## config.mk

```make
export PLATFORM = sky130hd
export DESIGN_NAME = calendar_date_decrementer
export DESIGN_NICKNAME = d
export VERILOG_FILES = /design/src/cdd_pkg.sv /design/src/cdd_month_len.sv /design/src/cdd_date_unit.sv /design/src/cdd_seq.sv /design/src/calendar_date_decrementer.sv
export SDC_FILE = /design/constraint.sdc
export NUM_CORES = 1
export LEC_CHECK = 0
export BUFFER_PORTS_ARGS = -buffer_cell sky130_fd_sc_hd__buf_2
export CAP_MARGIN = 20
export CORE_MARGIN = 2
export CORE_UTILIZATION = 43
export CTS_BUF_LIST = sky130_fd_sc_hd__clkbuf_8 sky130_fd_sc_hd__clkbuf_16
export DETAILED_ROUTE_END_ITERATION = 6
export SLEW_MARGIN = 30
export SYNTH_ARGS = -nofsm -noshare
export SYNTH_HDL_FRONTEND = slang
export SYNTH_HIERARCHICAL = 1
export SYNTH_SLANG_ARGS = --single-unit
```

## constraint.sdc

```tcl
create_clock -name aclk -period 12.5 [get_ports aclk]
set_input_delay 1.25 -clock aclk [delete_from_list [all_inputs] [get_ports aclk]]
set_output_delay 1.25 -clock aclk [all_outputs]
set_load 0.005 [all_outputs]
```

## src/cdd_pkg.sv

```systemverilog
// Shared types, constants and month table for the calendar date decrementer.
package cdd_pkg;

    localparam int ACTION_W = 4;
    localparam int COUNT_W  = 16;
    localparam int DAY_W    = 5;
    localparam int MONTH_W  = 4;
    localparam int YEAR_W   = 16;
    localparam int MULT_W   = 10;
    // remaining day count: up to 65535 weeks of 7 days
    localparam int N_W      = 19;

    localparam logic [ACTION_W-1:0] ACT_LOAD         = 4'd0;
    localparam logic [ACTION_W-1:0] ACT_DAYS         = 4'd1;
    localparam logic [ACTION_W-1:0] ACT_WEEKS        = 4'd2;
    localparam logic [ACTION_W-1:0] ACT_MONTHS       = 4'd3;
    localparam logic [ACTION_W-1:0] ACT_YEARS_STEP   = 4'd4;
    localparam logic [ACTION_W-1:0] ACT_YEARS_ONCE   = 4'd5;
    localparam logic [ACTION_W-1:0] ACT_DECADES_STEP = 4'd6;
    localparam logic [ACTION_W-1:0] ACT_DECADES_ONCE = 4'd7;
    localparam logic [ACTION_W-1:0] ACT_CENTURIES    = 4'd8;
    localparam logic [ACTION_W-1:0] ACT_MILLENNIA    = 4'd9;

    localparam logic [MULT_W-1:0] MULT_ONE        = 10'd1;
    localparam logic [MULT_W-1:0] MULT_WEEK       = 10'd7;
    localparam logic [MULT_W-1:0] MULT_DECADE     = 10'd10;
    localparam logic [MULT_W-1:0] MULT_CENTURY    = 10'd100;
    localparam logic [MULT_W-1:0] MULT_MILLENNIUM = 10'd1000;

    localparam logic [DAY_W-1:0]   DAY_RESET   = 5'd1;
    localparam logic [MONTH_W-1:0] MONTH_FIRST = 4'd1;
    localparam logic [MONTH_W-1:0] MONTH_FEB   = 4'd2;
    localparam logic [MONTH_W-1:0] MONTH_LAST  = 4'd12;
    localparam logic [YEAR_W-1:0]  YEAR_RESET  = 16'd2000;

    // multiply-by-inverse divisibility test: u % 25 == 0 iff (u * INV25) mod 2^16 <= DIV25_MAX
    localparam logic [15:0] INV25     = 16'd23593;
    localparam logic [15:0] DIV25_MAX = 16'd2621;

    typedef enum logic [2:0] {
        OP_NONE      = 3'd0,
        OP_LOAD      = 3'd1,
        OP_SET_N     = 3'd2,
        OP_DAY       = 3'd3,
        OP_MONTH     = 3'd4,
        OP_YEAR_STEP = 3'd5,
        OP_YEAR_ONCE = 3'd6
    } cdd_op_t;

    typedef struct packed {
        cdd_op_t            op;
        logic [MULT_W-1:0]  mult;
    } cdd_ctrl_t;

    // common-year month lengths, 31 for codes outside 1..12
    function automatic logic [DAY_W-1:0] common_month_days(input logic [MONTH_W-1:0] m);
        logic [DAY_W-1:0] d;
        case (m)
            4'd1:    d = 5'd31;
            4'd2:    d = 5'd28;
            4'd3:    d = 5'd31;
            4'd4:    d = 5'd30;
            4'd5:    d = 5'd31;
            4'd6:    d = 5'd30;
            4'd7:    d = 5'd31;
            4'd8:    d = 5'd31;
            4'd9:    d = 5'd30;
            4'd10:   d = 5'd31;
            4'd11:   d = 5'd30;
            4'd12:   d = 5'd31;
            default: d = 5'd31;
        endcase
        return d;
    endfunction

endpackage

```

## src/cdd_month_len.sv

```systemverilog
// Month length for a signed year and month, with the Gregorian leap rule.
module cdd_month_len (
    input  logic [cdd_pkg::YEAR_W-1:0]  year,
    input  logic [cdd_pkg::MONTH_W-1:0] month,
    output logic [cdd_pkg::DAY_W-1:0]   days
);

    logic [cdd_pkg::YEAR_W-1:0]   abs_year;
    logic [2*cdd_pkg::YEAR_W-1:0] prod;
    logic                         div4;
    logic                         div16;
    logic                         div25;
    logic                         leap;

    // two's complement keeps the low bits, so mod 4 and mod 16 read directly
    assign div4     = (year[1:0] == 2'b00);
    assign div16    = (year[3:0] == 4'b0000);
    assign abs_year = year[cdd_pkg::YEAR_W-1] ? (~year + 16'd1) : year;
    assign prod     = abs_year * cdd_pkg::INV25;
    assign div25    = (prod[cdd_pkg::YEAR_W-1:0] <= cdd_pkg::DIV25_MAX);
    assign leap     = div4 && (!div25 || div16);

    always_comb begin
        if (month == cdd_pkg::MONTH_FEB && leap) begin
            days = 5'd29;
        end else begin
            days = cdd_pkg::common_month_days(month);
        end
    end

endmodule

```

## src/cdd_date_unit.sv

```systemverilog
// Date registers and the shared step unit: one subtract-and-clamp per cycle.
module cdd_date_unit (
    input  logic                          aclk,
    input  logic                          aresetn,
    input  cdd_pkg::cdd_ctrl_t            ctrl,
    input  logic [cdd_pkg::COUNT_W-1:0]   count,
    input  logic [cdd_pkg::DAY_W-1:0]     load_day,
    input  logic [cdd_pkg::MONTH_W-1:0]   load_month,
    input  logic [cdd_pkg::YEAR_W-1:0]    load_year,
    output logic                          n_zero,
    output logic [cdd_pkg::DAY_W-1:0]     day,
    output logic [cdd_pkg::MONTH_W-1:0]   month,
    output logic [cdd_pkg::YEAR_W-1:0]    year
);

    logic [cdd_pkg::DAY_W-1:0]   day_reg,   day_next;
    logic [cdd_pkg::MONTH_W-1:0] month_reg, month_next;
    logic [cdd_pkg::YEAR_W-1:0]  year_reg,  year_next;
    logic [cdd_pkg::N_W-1:0]     n_reg,     n_next;

    logic                                      wrap;
    logic [cdd_pkg::MONTH_W-1:0]               back_month;
    logic [cdd_pkg::YEAR_W-1:0]                year_sub;
    logic [cdd_pkg::YEAR_W-1:0]                year_new;
    logic [cdd_pkg::N_W-1:0]                   n_sub;
    logic [cdd_pkg::N_W:0]                     n_diff;
    logic                                      n_lt;
    logic [cdd_pkg::COUNT_W+cdd_pkg::MULT_W-1:0] scaled;
    logic [cdd_pkg::MONTH_W-1:0]               ld_month;
    logic [cdd_pkg::DAY_W-1:0]                 ld_day;
    logic [cdd_pkg::YEAR_W-1:0]                ml_year;
    logic [cdd_pkg::MONTH_W-1:0]               ml_month;
    logic [cdd_pkg::DAY_W-1:0]                 dim;
    logic [cdd_pkg::DAY_W-1:0]                 day_clamped;

    assign wrap       = (month_reg <= cdd_pkg::MONTH_FIRST);
    assign back_month = wrap ? cdd_pkg::MONTH_LAST : (month_reg - 4'd1);

    // shared year subtractor
    always_comb begin
        case (ctrl.op)
            cdd_pkg::OP_DAY,
            cdd_pkg::OP_MONTH:     year_sub = {15'd0, wrap};
            cdd_pkg::OP_YEAR_STEP: year_sub = {6'd0, ctrl.mult};
            cdd_pkg::OP_YEAR_ONCE: year_sub = n_reg[cdd_pkg::YEAR_W-1:0];
            default:               year_sub = '0;
        endcase
    end
    assign year_new = year_reg - year_sub;

    // shared count subtractor: days crossed, or one unit
    assign n_sub  = (ctrl.op == cdd_pkg::OP_DAY) ? {14'd0, day_reg} : 19'd1;
    assign n_diff = {1'b0, n_reg} - {1'b0, n_sub};
    assign n_lt   = n_diff[cdd_pkg::N_W];
    assign n_zero = (n_reg == '0);

    assign scaled = count * ctrl.mult;

    always_comb begin
        if (load_month == 4'd0) begin
            ld_month = cdd_pkg::MONTH_FIRST;
        end else if (load_month > cdd_pkg::MONTH_LAST) begin
            ld_month = cdd_pkg::MONTH_LAST;
        end else begin
            ld_month = load_month;
        end
        ld_day = (load_day == 5'd0) ? cdd_pkg::DAY_RESET : load_day;
    end

    // the single month-length unit looks at the date being landed on
    always_comb begin
        case (ctrl.op)
            cdd_pkg::OP_LOAD: begin
                ml_year  = load_year;
                ml_month = ld_month;
            end
            cdd_pkg::OP_DAY,
            cdd_pkg::OP_MONTH: begin
                ml_year  = year_new;
                ml_month = back_month;
            end
            default: begin
                ml_year  = year_new;
                ml_month = month_reg;
            end
        endcase
    end

    cdd_month_len u_month_len (
        .year  (ml_year),
        .month (ml_month),
        .days  (dim)
    );

    assign day_clamped = (day_reg > dim) ? dim : day_reg;

    always_comb begin
        day_next   = day_reg;
        month_next = month_reg;
        year_next  = year_reg;
        n_next     = n_reg;
        case (ctrl.op)
            cdd_pkg::OP_LOAD: begin
                month_next = ld_month;
                year_next  = load_year;
                day_next   = (ld_day > dim) ? dim : ld_day;
            end
            cdd_pkg::OP_SET_N: begin
                n_next = scaled[cdd_pkg::N_W-1:0];
            end
            cdd_pkg::OP_DAY: begin
                if (n_lt) begin
                    day_next = day_reg - n_reg[cdd_pkg::DAY_W-1:0];
                    n_next   = '0;
                end else begin
                    n_next     = n_diff[cdd_pkg::N_W-1:0];
                    month_next = back_month;
                    year_next  = year_new;
                    day_next   = dim;
                end
            end
            cdd_pkg::OP_MONTH: begin
                month_next = back_month;
                year_next  = year_new;
                day_next   = day_clamped;
                n_next     = n_diff[cdd_pkg::N_W-1:0];
            end
            cdd_pkg::OP_YEAR_STEP: begin
                year_next = year_new;
                day_next  = day_clamped;
                n_next    = n_diff[cdd_pkg::N_W-1:0];
            end
            cdd_pkg::OP_YEAR_ONCE: begin
                year_next = year_new;
                day_next  = day_clamped;
            end
            default: begin
            end
        endcase
    end

    always_ff @(posedge aclk) begin
        if (!aresetn) begin
            day_reg   <= cdd_pkg::DAY_RESET;
            month_reg <= cdd_pkg::MONTH_FIRST;
            year_reg  <= cdd_pkg::YEAR_RESET;
        end else begin
            day_reg   <= day_next;
            month_reg <= month_next;
            year_reg  <= year_next;
        end
    end

    always_ff @(posedge aclk) begin
        n_reg <= n_next;
    end

    assign day   = day_reg;
    assign month = month_reg;
    assign year  = year_reg;

    a_date_valid: assert property (@(posedge aclk) disable iff (!aresetn)
        day_reg != '0 && month_reg != '0 && month_reg <= cdd_pkg::MONTH_LAST)
        else $error("kept date left the valid range");

    a_day_progress: assert property (@(posedge aclk) disable iff (!aresetn)
        (ctrl.op == cdd_pkg::OP_DAY && !n_zero) |=> (n_reg < $past(n_reg)))
        else $error("day step did not reduce the remaining count");

    a_month_moves: assert property (@(posedge aclk) disable iff (!aresetn)
        (ctrl.op == cdd_pkg::OP_MONTH) |=> (month_reg != $past(month_reg)))
        else $error("month step left the month unchanged");

endmodule

```

## src/cdd_seq.sv

```systemverilog
// Sequencer: takes one transaction, drives the step unit, hands off the result.
module cdd_seq (
    input  logic                           aclk,
    input  logic                           aresetn,
    input  logic                           s_tvalid,
    output logic                           s_tready,
    input  logic [cdd_pkg::ACTION_W-1:0]   action,
    input  logic                           n_zero,
    input  logic                           m_busy,
    output cdd_pkg::cdd_ctrl_t             ctrl,
    output logic                           emit
);

    typedef enum logic [4:0] {
        ST_IDLE  = 5'b00001,
        ST_SETUP = 5'b00010,
        ST_STEP  = 5'b00100,
        ST_ONCE  = 5'b01000,
        ST_EMIT  = 5'b10000
    } cdd_state_t;

    cdd_state_t                     st_reg, st_next;
    logic [cdd_pkg::ACTION_W-1:0]   action_reg;

    assign s_tready = (st_reg == ST_IDLE);

    always_comb begin
        st_next   = st_reg;
        ctrl.op   = cdd_pkg::OP_NONE;
        ctrl.mult = cdd_pkg::MULT_ONE;
        emit      = 1'b0;
        case (st_reg)
            ST_IDLE: begin
                if (s_tvalid) begin
                    st_next = ST_SETUP;
                end
            end
            ST_SETUP: begin
                ctrl.op = cdd_pkg::OP_SET_N;
                st_next = ST_STEP;
                case (action_reg)
                    cdd_pkg::ACT_LOAD: begin
                        ctrl.op = cdd_pkg::OP_LOAD;
                        st_next = ST_EMIT;
                    end
                    cdd_pkg::ACT_DAYS,
                    cdd_pkg::ACT_MONTHS,
                    cdd_pkg::ACT_YEARS_STEP,
                    cdd_pkg::ACT_DECADES_STEP: begin
                        ctrl.mult = cdd_pkg::MULT_ONE;
                    end
                    cdd_pkg::ACT_WEEKS: begin
                        ctrl.mult = cdd_pkg::MULT_WEEK;
                    end
                    cdd_pkg::ACT_YEARS_ONCE: begin
                        ctrl.mult = cdd_pkg::MULT_ONE;
                        st_next   = ST_ONCE;
                    end
                    cdd_pkg::ACT_DECADES_ONCE: begin
                        ctrl.mult = cdd_pkg::MULT_DECADE;
                        st_next   = ST_ONCE;
                    end
                    cdd_pkg::ACT_CENTURIES: begin
                        ctrl.mult = cdd_pkg::MULT_CENTURY;
                        st_next   = ST_ONCE;
                    end
                    cdd_pkg::ACT_MILLENNIA: begin
                        ctrl.mult = cdd_pkg::MULT_MILLENNIUM;
                        st_next   = ST_ONCE;
                    end
                    default: begin
                        ctrl.op = cdd_pkg::OP_NONE;
                        st_next = ST_EMIT;
                    end
                endcase
            end
            ST_STEP: begin
                if (n_zero) begin
                    st_next = ST_EMIT;
                end else begin
                    case (action_reg)
                        cdd_pkg::ACT_DAYS,
                        cdd_pkg::ACT_WEEKS:        ctrl.op = cdd_pkg::OP_DAY;
                        cdd_pkg::ACT_MONTHS:       ctrl.op = cdd_pkg::OP_MONTH;
                        cdd_pkg::ACT_YEARS_STEP:   ctrl.op = cdd_pkg::OP_YEAR_STEP;
                        cdd_pkg::ACT_DECADES_STEP: begin
                            ctrl.op   = cdd_pkg::OP_YEAR_STEP;
                            ctrl.mult = cdd_pkg::MULT_DECADE;
                        end
                        default:                   st_next = ST_EMIT;
                    endcase
                end
            end
            ST_ONCE: begin
                ctrl.op = cdd_pkg::OP_YEAR_ONCE;
                st_next = ST_EMIT;
            end
            ST_EMIT: begin
                if (!m_busy) begin
                    emit    = 1'b1;
                    st_next = ST_IDLE;
                end
            end
            default: begin
                st_next = ST_IDLE;
            end
        endcase
    end

    always_ff @(posedge aclk) begin
        if (!aresetn) begin
            st_reg <= ST_IDLE;
        end else begin
            st_reg <= st_next;
        end
    end

    always_ff @(posedge aclk) begin
        if (s_tvalid && s_tready) begin
            action_reg <= action;
        end
    end

    a_accept_setup: assert property (@(posedge aclk) disable iff (!aresetn)
        (s_tvalid && s_tready) |=> (st_reg == ST_SETUP))
        else $error("accepted transaction did not start setup");

    a_step_done: assert property (@(posedge aclk) disable iff (!aresetn)
        (st_reg == ST_STEP && n_zero) |=> (st_reg == ST_EMIT))
        else $error("stepping went on past a zero count");

    a_emit_free: assert property (@(posedge aclk) disable iff (!aresetn)
        emit |-> !m_busy)
        else $error("result written over a pending output");

endmodule

```

## src/calendar_date_decrementer.sv

```systemverilog
// Top level of the calendar date decrementer: ports, item capture, output register.
//
// channel  direction  tuser        tdata (low bit first)
// s_       in         action[3:0]  count[15:0] load_day[20:16] load_month[24:21]
//                                  load_year[40:25], zero fill to 48 bits
// m_       out        -            day[4:0] month[8:5] year[24:9], zero fill to 32 bits
//
// Per transaction: after setup, load and unused actions go straight to emit;
// at-once year/decade/century/millennium steps pass through the once state;
// stepwise months, years and decades take one unit per cycle through the shared
// subtract-and-clamp unit; days and weeks cross one month per step, then take the rest.
// Reset (aresetn low, synchronous) sets the date to day 1, month 1, year 2000.
// A finished result waits in the output register; s_tready comes back as soon as
// it is stored, and a stalled m_tready only holds the block in its last state.
module calendar_date_decrementer (
    input  logic        aclk,
    input  logic        aresetn,
    input  logic        s_tvalid,
    output logic        s_tready,
    input  logic [3:0]  s_tuser,  // action[3:0]
    input  logic [47:0] s_tdata,  // count, load_day, load_month, load_year, zero fill
    output logic        m_tvalid,
    input  logic        m_tready,
    output logic [31:0] m_tdata   // day, month, year, zero fill
);

    logic [cdd_pkg::COUNT_W-1:0] count_reg;
    logic [cdd_pkg::DAY_W-1:0]   ld_day_reg;
    logic [cdd_pkg::MONTH_W-1:0] ld_month_reg;
    logic [cdd_pkg::YEAR_W-1:0]  ld_year_reg;

    logic                        m_tvalid_reg, m_tvalid_next;
    logic [31:0]                 m_tdata_reg;

    cdd_pkg::cdd_ctrl_t          ctrl;
    logic                        n_zero;
    logic                        emit;
    logic                        m_busy;
    logic [cdd_pkg::DAY_W-1:0]   day;
    logic [cdd_pkg::MONTH_W-1:0] month;
    logic [cdd_pkg::YEAR_W-1:0]  year;

    always_ff @(posedge aclk) begin
        if (s_tvalid && s_tready) begin
            count_reg    <= s_tdata[15:0];
            ld_day_reg   <= s_tdata[20:16];
            ld_month_reg <= s_tdata[24:21];
            ld_year_reg  <= s_tdata[40:25];
        end
    end

    assign m_busy = m_tvalid_reg && !m_tready;

    cdd_seq u_seq (
        .aclk     (aclk),
        .aresetn  (aresetn),
        .s_tvalid (s_tvalid),
        .s_tready (s_tready),
        .action   (s_tuser),
        .n_zero   (n_zero),
        .m_busy   (m_busy),
        .ctrl     (ctrl),
        .emit     (emit)
    );

    cdd_date_unit u_date (
        .aclk       (aclk),
        .aresetn    (aresetn),
        .ctrl       (ctrl),
        .count      (count_reg),
        .load_day   (ld_day_reg),
        .load_month (ld_month_reg),
        .load_year  (ld_year_reg),
        .n_zero     (n_zero),
        .day        (day),
        .month      (month),
        .year       (year)
    );

    always_comb begin
        m_tvalid_next = m_tvalid_reg;
        if (emit) begin
            m_tvalid_next = 1'b1;
        end else if (m_tready) begin
            m_tvalid_next = 1'b0;
        end
    end

    always_ff @(posedge aclk) begin
        if (!aresetn) begin
            m_tvalid_reg <= 1'b0;
        end else begin
            m_tvalid_reg <= m_tvalid_next;
        end
    end

    always_ff @(posedge aclk) begin
        if (emit) begin
            m_tdata_reg <= {7'd0, year, month, day};
        end
    end

    assign m_tvalid = m_tvalid_reg;
    assign m_tdata  = m_tdata_reg;

endmodule

```

==> flow_metrics.py <==
metrics = {
    "run_status": {
        "outcome": "completed",
    },
    "grt": {
        "grt_max_degree": 37,
        "antenna_found_initial": 0,
        "grt_pass1_vias": 9628,
        "grt_overflow": 0,
        "grt_pass1_wl_mm": 47.9,
        "grtUsageTotal": 0.195,
    },
    "job": {
        "cap_viol_max_count": 0,
    },
    "logic_synthesis": {
        "synthArstFlopShare": 0,
        "yosys_most_used_dff": "edfxtp_1",
        "syn-cell-area_um2": 12900,
        "synth_top_area_cell": "edfxtp_1",
        "yosysWarnings": 6,
        "synth_seq_area_share": 0.256,
        "ys_seq_elements": 120,
        "yosys-top-cells-area": "edfxtp_1 21%, fa_1 17%, ha_1 13%",
        "synth_cell_types": 82,
        "syn_area_per_cell_um2": 9.31,
        "yosysTopAreaCellShare": 0.207,
        "synth_edf_count": 89,
        "syn_inst": 1384,
    },
    "sta": {
        "worstMarginPinSlew_ps": 1040,
        "layout_min_cycle_time_ps": 11810,
        "hold_violations": 0,
        "clock_skew_ps": 15.5,
        "fin_ws_ps": 688,
        "rsz0062_at_grt": "no",
        "final_max_slew_viol_count": 0,
        "fin_crit_sh": 0.945,
        "fmaxAchievable_ghz": 0.0847,
        "finalSetupViolCount": 0,
        "setup-tns-final_ps": 0,
        "slew_headroom": 0.302,
    },
    "worst_setup_path": {
        "end_kind": "register",
        "crit_path_max_incr_delay_ps": 670,
        "arrival_ps": 12090,
        "worstPathRequired_ps": 12780,
        "cp_common_cell": "ha_1",
        "cp-start-kind": "register",
        "worst_path_max_delay_cell": "or4_4",
        "path_max_fanout": 11,
        "criticalPathCategory": "reg -> reg",
    },
    "clock_network": {
        "htree_levels": 4,
        "cts.path.max_buffers": 2,
        "cts-root-buf": "clkbuf_16",
        "clock_sinks": 120,
        "numCtsBuffers": 17,
        "clk_latency_ps": 430,
        "cts_hold_buf": 0,
        "cts_resized": 0,
        "postCtsSetupBuffers": 0,
        "clkTransAtPathRegs_ps": 60,
        "tritoncts": "built",
    },
    "detailed_routing": {
        "drtPass1Iterations": 7,
        "vias": 9538,
        "drtIter0Drc": 454,
        "viasPerCell": 5.19,
        "drt_drc_violations_left": 0,
        "wl_per_cell_um": 16.0,
        "antenna_left": 0,
        "routed_wl_mm": 29.4,
    },
    "die": {
        "ios": 90,
        "placeableCoreArea_um2": 29600,
        "rows": 63,
        "initial_core_util": 0.436,
        "dieWidth_um": 177,
        "fp.dieH_um": 177,
        "die_area_um2": 31400,
    },
    "place": {
        "placed_cells": 1808,
        "placement.io_buffers": 75,
        "place_ws_ps": 758,
        "hpwl_mm": 23.0,
        "gp_congestion": 0.890,
    },
    "power_and_ir_drop": {
        "p_per_area_nw_per_um2": 175,
        "leakage_uw": 0.00633,
        "ir_drop_mv": 0.182,
    },
    "final_layout": {
        "finish.utilization": 0.478,
        "layoutNonFillerInstCount": 1838,
        "antenna_cells": 0,
        "nets": 1739,
        "largest_register_ffs": 25,
        "drive_gt1_frac": 0.102,
        "area_growth_pct": 9.55,
    },
    "hold_path": {
        "hp-class": "reg -> reg",
    },
}
==> cell type report <==
class / instances / area [µm²]
clock buffer: 17 / 425
clock inverter: 13 / 93.8
fill: 2796 / 15400
inverter: 174 / 653
multi-input combinational: 1033 / 8670
sequential: 120 / 3290
tap: 390 / 488
timing repair buffer: 91 / 495
==> critical path, delay by kind of cell (launching register included) <==
family          cells  cell delay [ps]
fa+ha+maj           8             2800
buf+inv             6              660
xor+xnor            8             1930
flops               1              470
simple gates       12             3510
compound gates     12             2290
==> per-stage QoR <==
stage	total power [µW]	hold WS [ps]	area, µm²
after floorplan	1700	408	12900
after global placement	2000	416	13600
after detailed placement	2030	423	13600
after CTS	2500	439	14100
after global routing	2710	460	14100
final	2470	439	14100
==> power by group <==
part           switching, µW  internal [µW]
Sequential              30.3            457
Combinational            820            718
Clock                    182            265
Total                   1030           1440
==> path summary, 6_finish.rpt <==
check / startpoint / to / slack (ps) / cells after the start
setup / recovery: u_date/n_reg[6]$_DFFE_PP_ / u_date/day[0]$_SDFFE_PN1P_ / 690 / 46
hold / removal: u_date/year[0]$_SDFFE_PN0P_ / m_tdata[9]$_DFFE_PP_ / 440 / 0
setup reg to reg: u_date/n_reg[6]$_DFFE_PP_ / u_date/day[0]$_SDFFE_PN1P_ / 690 / 46
hold reg to reg: u_date/year[0]$_SDFFE_PN0P_ / m_tdata[9]$_DFFE_PP_ / 440 / 0
==> placed cells by master (no fill, tap or decap), types with 16 or more instances in the layout <==
| master | n |
|---|---|
| xnor2_1 | 67 |
| inv_1 | 176 |
| nor3_1 | 16 |
| buf_4 | 16 |
| o21ai_0 | 57 |
| nand3_1 | 23 |
| ha_1 | 134 |
| dfxtp_1 | 31 |
| xor2_1 | 23 |
| clkbuf_16 | 17 |
| a21oi_1 | 54 |
| edfxtp_1 | 89 |
| nor2_1 | 69 |
| and2_1 | 75 |
| buf_2 | 75 |
| nand2_1 | 175 |
| fa_1 | 112 |
==> metal layers <==
metal / global-route usage / routed length [µm]
met5: 0 / 0
met4: 0.0596 / 512
met3: 0.0296 / 1010
met2: 0.329 / 14100
met1: 0.256 / 13700
==> Yosys cell counts, types with 23 or more instances <==
cell and number:
ha_1 134, and2_1 76, fa_1 112, a21oi_1 54, nand3_1 23, clkbuf_1 41, xor2_1 23, inv_1 174
dfxtp_1 31, xnor2_1 67, edfxtp_1 89, nor2_1 70, o21ai_0 58, nand2_1 175
==> logic make-up after synthesis <==
| logic type | after synthesis | share of synthesized area |
|---|---|---|
| AO/OA/AOI/OAI | 234 | 0.120 |
| flip-flops | 120 | 0.256 |
| AND/OR/NAND/NOR | 443 | 0.171 |
| XOR/XNOR | 95 | 0.0694 |
| buffers and inverters | 239 | 0.0761 |
| adder cells (fa/ha/maj) | 246 | 0.304 |
| multiplexers | 4 | 0.00320 |
| other | 3 | 0.000874 |
No activity file was read; power rests on OpenSTA's default activity.
